--- config.mk ---
export PLATFORM = sky130hd
export DESIGN_NAME = binary_to_bcd_converter_flat
export DESIGN_NICKNAME = d
export VERILOG_FILES = /design/src/b2bcd_pkg.sv /design/src/b2bcd_if.sv /design/src/b2bcd_cell.sv /design/src/b2bcd_out.sv /design/src/binary_to_bcd_converter.sv /design/src/flat_wrapper.sv
export VERILOG_INCLUDE_DIRS = /design/src /design/src/src
export SDC_FILE = /design/constraint.sdc
export NUM_CORES = 1
export LEC_CHECK = 0
export ABC_AREA = 1
export BUFFER_PORTS_ARGS = -buffer_cell sky130_fd_sc_hd__buf_2
export CORE_MARGIN = 2
export CORE_UTILIZATION = 43
export CTS_BUF_LIST = sky130_fd_sc_hd__clkbuf_8
export CTS_CLUSTER_DIAMETER = 120
export DETAILED_ROUTE_END_ITERATION = 7
export HOLD_SLACK_MARGIN = 0.12
export PLACE_DENSITY = 0.61
export SKIP_LAST_GASP = 1
export SLEW_MARGIN = 20
export SYNTH_ARGS = -nofsm -noshare
export SYNTH_HDL_FRONTEND = slang
export SYNTH_HIERARCHICAL = 1
export SYNTH_SLANG_ARGS = --single-unit
--- constraint.sdc ---
create_clock -name clk -period 9.8 [get_ports clk]
set_input_delay 0.49 -clock clk [delete_from_list [all_inputs] [get_ports clk]]
set_output_delay 0.49 -clock clk [all_outputs]
set_load 0.005 [all_outputs]
--- src/binary_to_bcd_converter_assert.svh ---
// ----------------------------------------------------------------------------
// Assertion macros for the binary to BCD converter
// Implication checks, clocked on clk and disabled during rst.
// ----------------------------------------------------------------------------
`ifndef BINARY_TO_BCD_CONVERTER_ASSERT_SVH
`define BINARY_TO_BCD_CONVERTER_ASSERT_SVH

`ifndef SYNTHESIS

// Same-cycle implication.
`define B2BCD_ASSERT_NOW(label, ante, cons, msg) \
  label: assert property (@(posedge clk) disable iff (rst) (ante) |-> (cons)) \
    else $error(msg);

// Next-cycle implication.
`define B2BCD_ASSERT_NEXT(label, ante, cons, msg) \
  label: assert property (@(posedge clk) disable iff (rst) (ante) |=> (cons)) \
    else $error(msg);

`else

`define B2BCD_ASSERT_NOW(label, ante, cons, msg)
`define B2BCD_ASSERT_NEXT(label, ante, cons, msg)

`endif

`endif

--- src/b2bcd_pkg.sv ---
// ----------------------------------------------------------------------------
// b2bcd_pkg
// Widths, the work word carried along the cell chain, and the step functions.
// ----------------------------------------------------------------------------
`default_nettype none

package b2bcd_pkg;

  localparam int InputWidth    = 32;
  localparam int DecimalDigits = 10;
  localparam int BcdWidth      = 4 * DecimalDigits;
  localparam int CountWidth    = 4;

  // Work word handed from cell to cell.
  typedef struct packed {
    logic [BcdWidth-1:0]   bcd;       // partial BCD result
    logic [InputWidth-1:0] mag;       // magnitude bits still to shift in, msb first
    logic                  rejected;  // negative input, carried through unconverted
  } b2bcd_work_t;

  // One shift-and-add-3 step: correct every digit of 5 or more, then shift
  // the next magnitude bit into the bottom of the BCD word.
  function automatic b2bcd_work_t dabble_step(input b2bcd_work_t w);
    b2bcd_work_t         r;
    logic [BcdWidth-1:0] adj;
    logic [3:0]          nib;
    adj = w.bcd;
    for (int k = 0; k < DecimalDigits; k++) begin
      nib = w.bcd[4*k +: 4];
      if (nib >= 4'd5) begin
        adj[4*k +: 4] = nib + 4'd3;
      end
    end
    r.bcd      = {adj[BcdWidth-2:0], w.mag[InputWidth-1]};
    r.mag      = {w.mag[InputWidth-2:0], 1'b0};
    r.rejected = w.rejected;
    return r;
  endfunction

  // Significant digits: position of the highest non-zero digit plus one.
  // A positive value of this width never exceeds the kept digits, so no
  // saturation case arises.
  function automatic logic [CountWidth-1:0] count_digits(input logic [BcdWidth-1:0] bcd);
    logic [CountWidth-1:0] cnt;
    cnt = '0;
    for (int k = 0; k < DecimalDigits; k++) begin
      if (bcd[4*k +: 4] != 4'd0) begin
        cnt = CountWidth'(k + 1);
      end
    end
    return cnt;
  endfunction

endpackage

`default_nettype wire

--- src/b2bcd_if.sv ---
// ----------------------------------------------------------------------------
// b2bcd channel interfaces
// Valid/ready channels for the integer request and the BCD result.
// ----------------------------------------------------------------------------
`default_nettype none

interface b2bcd_in_if import b2bcd_pkg::*; ();
  logic                         valid;
  logic                         ready;
  logic signed [InputWidth-1:0] value;

  modport source (output valid, output value, input ready);
  modport sink   (input valid, input value, output ready);
endinterface

interface b2bcd_out_if import b2bcd_pkg::*; ();
  logic                  valid;
  logic                  ready;
  logic [BcdWidth-1:0]   bcd_digits;
  logic [CountWidth-1:0] digit_count;
  logic                  rejected;

  modport source (output valid, output bcd_digits, output digit_count,
                  output rejected, input ready);
  modport sink   (input valid, input bcd_digits, input digit_count,
                  input rejected, output ready);
endinterface

`default_nettype wire

--- src/b2bcd_cell.sv ---
// ----------------------------------------------------------------------------
// b2bcd_cell
// One double-dabble step with its own register stage and handshake.
// ----------------------------------------------------------------------------
`default_nettype none

module b2bcd_cell import b2bcd_pkg::*; (
  input  logic        clk,
  input  logic        rst,
  input  logic        up_valid,
  input  b2bcd_work_t up_work,
  output logic        up_ready,
  output logic        dn_valid,
  output b2bcd_work_t dn_work,
  input  logic        dn_ready
);

  // Stage takes a new request when empty or when its content moves on.
  assign up_ready = !dn_valid || dn_ready;

  always_ff @(posedge clk) begin
    if (rst) begin
      dn_valid <= 1'b0;
    end else if (up_ready) begin
      dn_valid <= up_valid;
    end
  end

  always_ff @(posedge clk) begin
    if (up_ready && up_valid) begin
      dn_work <= dabble_step(up_work);
    end
  end

endmodule

`default_nettype wire

--- src/b2bcd_out.sv ---
// ----------------------------------------------------------------------------
// b2bcd_out
// Result register: digit count and final fields for the result channel.
// ----------------------------------------------------------------------------
`default_nettype none

module b2bcd_out import b2bcd_pkg::*; (
  input  logic          clk,
  input  logic          rst,
  input  logic          up_valid,
  input  b2bcd_work_t   up_work,
  output logic          up_ready,
  b2bcd_out_if.source   dout
);

  assign up_ready = !dout.valid || dout.ready;

  always_ff @(posedge clk) begin
    if (rst) begin
      dout.valid <= 1'b0;
    end else if (up_ready) begin
      dout.valid <= up_valid;
    end
  end

  always_ff @(posedge clk) begin
    if (up_ready && up_valid) begin
      dout.bcd_digits  <= up_work.bcd;
      dout.digit_count <= count_digits(up_work.bcd);
      dout.rejected    <= up_work.rejected;
    end
  end

endmodule

`default_nettype wire

--- src/binary_to_bcd_converter.sv ---
// ----------------------------------------------------------------------------
// binary_to_bcd_converter
// Signed 32-bit integer to ten-digit packed BCD with significant digit count.
//
//   Port   Dir   Carries                                   Width
//   din    in    value (two's complement)                  32
//   dout   out   bcd_digits, digit_count, rejected         40 / 4 / 1
//
// One request per cycle is taken, sustained, when dout is not stalled.
// A request passes through cell 0, which loads at the accepting edge, then 31
// more cells, one per input bit, then the result register; 33 stages in all.
// Each stage has its own valid bit; ready ripples back through the chain, so
// empty stages fill while a result waits on dout.
// Reset (rst, synchronous) clears the valid bits only; payload is not reset.
// ----------------------------------------------------------------------------
`default_nettype none

`include "binary_to_bcd_converter_assert.svh"

module binary_to_bcd_converter import b2bcd_pkg::*; (
  input  logic        clk,
  input  logic        rst,
  b2bcd_in_if.sink    din,
  b2bcd_out_if.source dout
);

  // Chain taps: index i is the input side of cell i, index InputWidth feeds
  // the result register.
  logic        chain_valid [InputWidth+1];
  logic        chain_ready [InputWidth+1];
  b2bcd_work_t chain_work  [InputWidth+1];

  // Entry: a negative request is flagged and enters with a zero magnitude,
  // so it leaves with all digits zero and a zero count. Zero needs no special
  // handling: the digits stay zero and the count comes out zero.
  assign chain_valid[0]         = din.valid;
  assign chain_work[0].bcd      = '0;
  assign chain_work[0].rejected = din.value[InputWidth-1];
  assign chain_work[0].mag      = din.value[InputWidth-1] ? '0 : din.value;
  assign din.ready              = chain_ready[0];

  // Cell i shifts in input bit InputWidth-1-i.
  for (genvar i = 0; i < InputWidth; i++) begin : g_cell
    b2bcd_cell u_cell (
      .clk      (clk),
      .rst      (rst),
      .up_valid (chain_valid[i]),
      .up_work  (chain_work[i]),
      .up_ready (chain_ready[i]),
      .dn_valid (chain_valid[i+1]),
      .dn_work  (chain_work[i+1]),
      .dn_ready (chain_ready[i+1])
    );
  end

  // Result register with digit count.
  b2bcd_out u_out (
    .clk      (clk),
    .rst      (rst),
    .up_valid (chain_valid[InputWidth]),
    .up_work  (chain_work[InputWidth]),
    .up_ready (chain_ready[InputWidth]),
    .dout     (dout)
  );

  // A taken request lands in the first cell.
  `B2BCD_ASSERT_NEXT(a_entry_loaded, din.valid && din.ready, chain_valid[1],
                     "request lost at entry")

  // A rejected result carries no digits.
  `B2BCD_ASSERT_NOW(a_reject_empty, dout.valid && dout.rejected,
                    dout.bcd_digits == '0 && dout.digit_count == '0,
                    "rejected result has digits")

  // Count is zero exactly when the digits are all zero.
  `B2BCD_ASSERT_NOW(a_count_match, dout.valid,
                    (dout.digit_count == '0) == (dout.bcd_digits == '0),
                    "digit count disagrees with digits")

  // By the last cell every magnitude bit has been shifted in.
  `B2BCD_ASSERT_NOW(a_mag_drained, chain_valid[InputWidth],
                    chain_work[InputWidth].mag == '0, "magnitude bits left over")

endmodule

`default_nettype wire
--- src/flat_wrapper.sv ---
// flat-port wrapper written by rule: the top's interface ports become plain ports
module binary_to_bcd_converter_flat import b2bcd_pkg::*;
  (clk, rst, din_valid, din_value, din_ready, dout_valid, dout_bcd_digits, dout_digit_count, dout_rejected, dout_ready);
  b2bcd_in_if din_i ();
  b2bcd_out_if dout_i ();
  input  logic clk;
  input  logic rst;
  input wire logic [$bits(din_i.valid)-1:0] din_valid;
  input wire logic [$bits(din_i.value)-1:0] din_value;
  output wire logic [$bits(din_i.ready)-1:0] din_ready;
  output wire logic [$bits(dout_i.valid)-1:0] dout_valid;
  output wire logic [$bits(dout_i.bcd_digits)-1:0] dout_bcd_digits;
  output wire logic [$bits(dout_i.digit_count)-1:0] dout_digit_count;
  output wire logic [$bits(dout_i.rejected)-1:0] dout_rejected;
  input wire logic [$bits(dout_i.ready)-1:0] dout_ready;
  assign din_i.valid = din_valid;
  assign din_i.value = din_value;
  assign din_ready = din_i.ready;
  assign dout_valid = dout_i.valid;
  assign dout_bcd_digits = dout_i.bcd_digits;
  assign dout_digit_count = dout_i.digit_count;
  assign dout_rejected = dout_i.rejected;
  assign dout_i.ready = dout_ready;
  binary_to_bcd_converter u_core (.clk(clk), .rst(rst), .din(din_i), .dout(dout_i));
endmodule
Yosys cells after proc, flatten, opt, wreduce, memory -nomap -nowiden
Index checks and enable logic that the tools add are counted.
- word-level logic and storage cells: 1056
- output and inout port bits: 47
- bits of input ports: 36
- register bits after elaboration: 1667
- magnitude comparators: 265
- mux-type cells: 274
- add/sub/neg operators: 265
- reductions and logical operators: 110
- operators with widths (cell ; number):
    >= comparator 4 x 3 -> 1 bit (second input constant) ; 255
    two-way mux 4 bit ; 240
    adder 4 x 2 -> 4 bit (second input constant) ; 234
    adder 3 x 2 -> 3 bit (second input constant) ; 21
    two-way mux 3 bit ; 21
    nonzero test 4 bit ; 10
    logical AND 1 bit ; 33
    zero test 1 bit ; 33
    logical OR 1 bit ; 33
    adder 1 x 2 -> 3 bit (both inputs constant) ; 9
    >= comparator 1 x 3 -> 1 bit (both inputs constant) ; 9
    two-way mux 1 bit ; 11
    two-way mux 2 bit ; 2
    adder 1 x 2 -> 3 bit (second input constant) ; 1
    >= comparator 1 x 3 -> 1 bit (second input constant) ; 1
    OR reduction 3 bit ; 1

Depth between registers and ports, before layout
- word-level depth: 35
- mapped depth: 67
- depth with buffers taken out: 67

By module
The synthesis kept the hierarchy.
- modules (own cells, without submodules) (module ; sequential area each (um^2) ; instances ; area each (um^2) ; cells an instance):
    b2bcd_cell (u_core.g_cell[0].u_cell ...) ; 2182.1 ; 31 ; 3348.2 ; 291
    b2bcd_cell (u_core.g_cell[9].u_cell) ; 2182.1 ; 1 ; 3373.2 ; 293
    b2bcd_out ; 1371.3 ; 1 ; 1664.1 ; 107
    binary_to_bcd_converter ; 0.0 ; 1 ; 270.3 ; 66

Least setup slack after synthesis
No wires, ideal clock.
- path kind: input -> register
- from: in dout_ready
- to: reg u_core/g_cell[0].u_cell/dn_work[0] in the netlist's numbering (enable)
- path buffers: 0
- cell stages on the path: 66
- data arrival time: 7.439 ns
- library setup time: 0.526 ns
- data required time: 9.274 ns
- slack: 1.836 ns
- path through: inv_1 -> nand2_1 -> inv_1 -> nand2_1 -> inv_1 -> nand2_1 -> inv_1 -> nand2_1 -> inv_1 -> nand2_1 -> inv_1 -> nand2_1 -> inv_1 -> nand2_1 -> inv_1 -> nand2_1 -> inv_1 -> nand2_1 -> (+30 left out) -> inv_1 -> nand2_1 -> inv_1 -> nand2_1 -> inv_1 -> nand2_1 -> inv_1 -> nand2_1 -> inv_1 -> nand2_1 -> inv_1 -> nand2_1 -> inv_1 -> nand2_1 -> inv_1 -> nand2_1 -> inv_1 -> a21oi_1
- RTL lines (element ; RTL line ; text):
    from (decl) ; flat_wrapper.sv:15 ; input wire logic [$bits(dout_i.ready)-1:0] dout_ready;
    to (signal assigned) ; b2bcd_cell.sv:31 ; dn_work <= dabble_step(up_work);
    to (decl) ; b2bcd_cell.sv:14 ; output b2bcd_work_t dn_work,

==> results.ini <==
[yosys]
syn_area_mm2=0.0938
synth_warnings=6
avgSynthCellArea_um2=10.5
synthCells=8927

[detailed_routing]
drtPass1Iterations=7
wl_per_cell_um=12.0
viasPerCell=4.78
first_iter_violations=2683
antenna_left=0
vias=60700
drc=0
wl_um=152000

[floorplan]
row_count=171
fp.coreArea_mm2=0.217
dieHeight_um=471
die_area_mm2=0.222
die_w_um=471
initial_core_util_pct=43.3
ioPinCount=83

[timing]
rsz0062_at_grt=false
slew_headroom_pct=40.3
clock.fmax_ghz=0.116
setup_ws_ns=1.20
clock_skew_ns=0.0886
setup_violations=0
period_share_pct=87.7
worstMarginPinSlew_ns=0.893
final.min_clock_period_ns=8.60
slew_violations=0
tns_ns=0
hold_violations=0

[cts]
clk_pin_slew_ns=0.06
cts_setup_buffers=0
clock_sinks=1886
cts_buffers=336
htree_levels=5
cts_tree=yes
clockBufferDepth=4
ctsResizeCount=0
clock_latency_ns=1.02
cts_root_buf=clkbuf_8
hold_buffers=67

[placement]
gp_congestion=0.790
portBuffers=82
dp_cells=12000
post-place-ws_ns=1.66
dpl.hpwl_um=109000

[outcome]
status=finished, final reports clean

[final_layout]
layout-drive-gt1-share_pct=11.9
fin_cells=12700
post-route-util_pct=48.7
nNetsFinal=10300
syn_to_final_growth_pct=12.6

[setup_path]
cp-end-kind=primary output
cp_slowest_cell=dfxtp_1
crit_top_cell=nand2_1
cp-startpoint=u_core/u_out/dout.valid
slowest_delay_ns=0.39
rrSetupSlack_ns=1.95
cp_data_arrival_time_ns=8.11
crit_end=din_ready
r2r-end=u_core/g_cell[0].u_cell/dn_work[29]
cp_data_required_time_ns=9.31
worstRegToRegCells=66
start_kind=flop
r2r-start=u_core/u_out/dout.valid
path_max_fanout=3
path_class=reg -> out

[power]
p_per_area_mw_per_mm2=150
leakagePower_nw=45.3
power_mw=15.9
ir_drop_uv=140

[global_route]
global_route.usage.total_pct=13.6
grt_antenna_before_repair=2
grt_max_degree=67
grt-ovfl-total=0
grt_pass1_wl_um=260000
grt_pass1_vias=60800

[run]
cap_violations=0

[hold_path]
hp-class=reg -> reg

-- how the worst min path moves through the flow --
stage | start | endpoint | slack (ns) | cells after the start
4_1_cts | din_value[12] | u_core/g_cell[0].u_cell/dn_work[14] | 0.31 | 4
5_1_grt | din_value[12] | u_core/g_cell[0].u_cell/dn_work[14] | 0.37 | 4
6_report | u_core/g_cell[25].u_cell/dn_work[31] | u_core/g_cell[26].u_cell/dn_work[32] | 0.37 | 0
3_3_place_gp | u_core/g_cell[20].u_cell/dn_work[23] | u_core/g_cell[21].u_cell/dn_work[24] | 0.40 | 0
2_1_floorplan | u_core/g_cell[9].u_cell/dn_work[0] | u_core/g_cell[10].u_cell/dn_work[0] | 0.40 | 0
3_5_place_dp | u_core/g_cell[9].u_cell/dn_work[13] | u_core/g_cell[10].u_cell/dn_work[14] | 0.40 | 0
-- per-stage QoR --
step | instance area [um2] | hold WS [ns]
6_report | 106000 | 0.375
5_1_grt | 106000 | 0.366
4_1_cts | 106000 | 0.314
3_5_place_dp | 99000 | 0.405
3_3_place_gp | 99000 | 0.401
2_1_floorplan | 94400 | 0.400
-- critical path: cells and delay by family (launching register included) --
family	cells	cell delay, ns
and+or+nand+nor	33	2.89
DFF	1	0.39
buffers and inverters	33	3.88
-- layer usage --
metal  vias to the layer above  GRT usage [%]  part of all wire (%)
li1                      31200              -                     -
met1                     28300           12.8                    38
met4                         0           5.50                   3.0
met2                       824           27.8                    56
met5                         -              0                     0
met3                       392           2.69                   3.5
-- power by group --
group	total (mW)	internal [mW]	switching (mW)
Clock	6.63	3.51	3.12
Combinational	0.338	0.127	0.211
Sequential	8.91	8.86	0.0529
-- registers in the layout, indices dropped and copies added (netlist names) --
| signal | flops |
|---|---|
| u_core/u_out/dout.bcd_digits | 40 |
| u_core/u_out/dout.digit_count | 4 |
| u_core/u_out/dout.rejected | 1 |
| u_core/g_cell.u_cell/dn_valid | 32 |
| u_core/g_cell.u_cell/dn_work | 1808 |
| u_core/u_out/dout.valid | 1 |
-- area by class of cell --
| class | instances | area [um2] |
|---|---|---|
| fill | 19300 | 111000 |
| sequential | 1886 | 56300 |
| multi-input combinational | 5541 | 32300 |
| inverter | 1642 | 6160 |
| clock buffer | 351 | 4830 |
| tap | 2854 | 3570 |
| timing repair buffer | 182 | 1330 |
| clock inverter | 232 | 1170 |
| antenna | 8 | 20.0 |
-- placed cells by master, fill, tap and decap left out, types with 32 or more instances in the layout --
master,instances
nand2_1,2036
edfxtp_1,1853
inv_1,1668
o21ai_0,799
ha_1,640
nand3_1,543
a21oi_1,479
clkbuf_8,351
o21ai_2,288
nor2_1,243
conb_1,146
nor2_4,133
clkinv_1,86
buf_2,82
inv_2,68
dlygate4sd3_1,67
nand2_2,65
a21oi_2,65
clkinv_2,33
a21oi_4,33
dfxtp_1,33
buf_4,33
o21a_1,32
nand4_1,32
No activity file was read; power rests on OpenSTA's default activity.
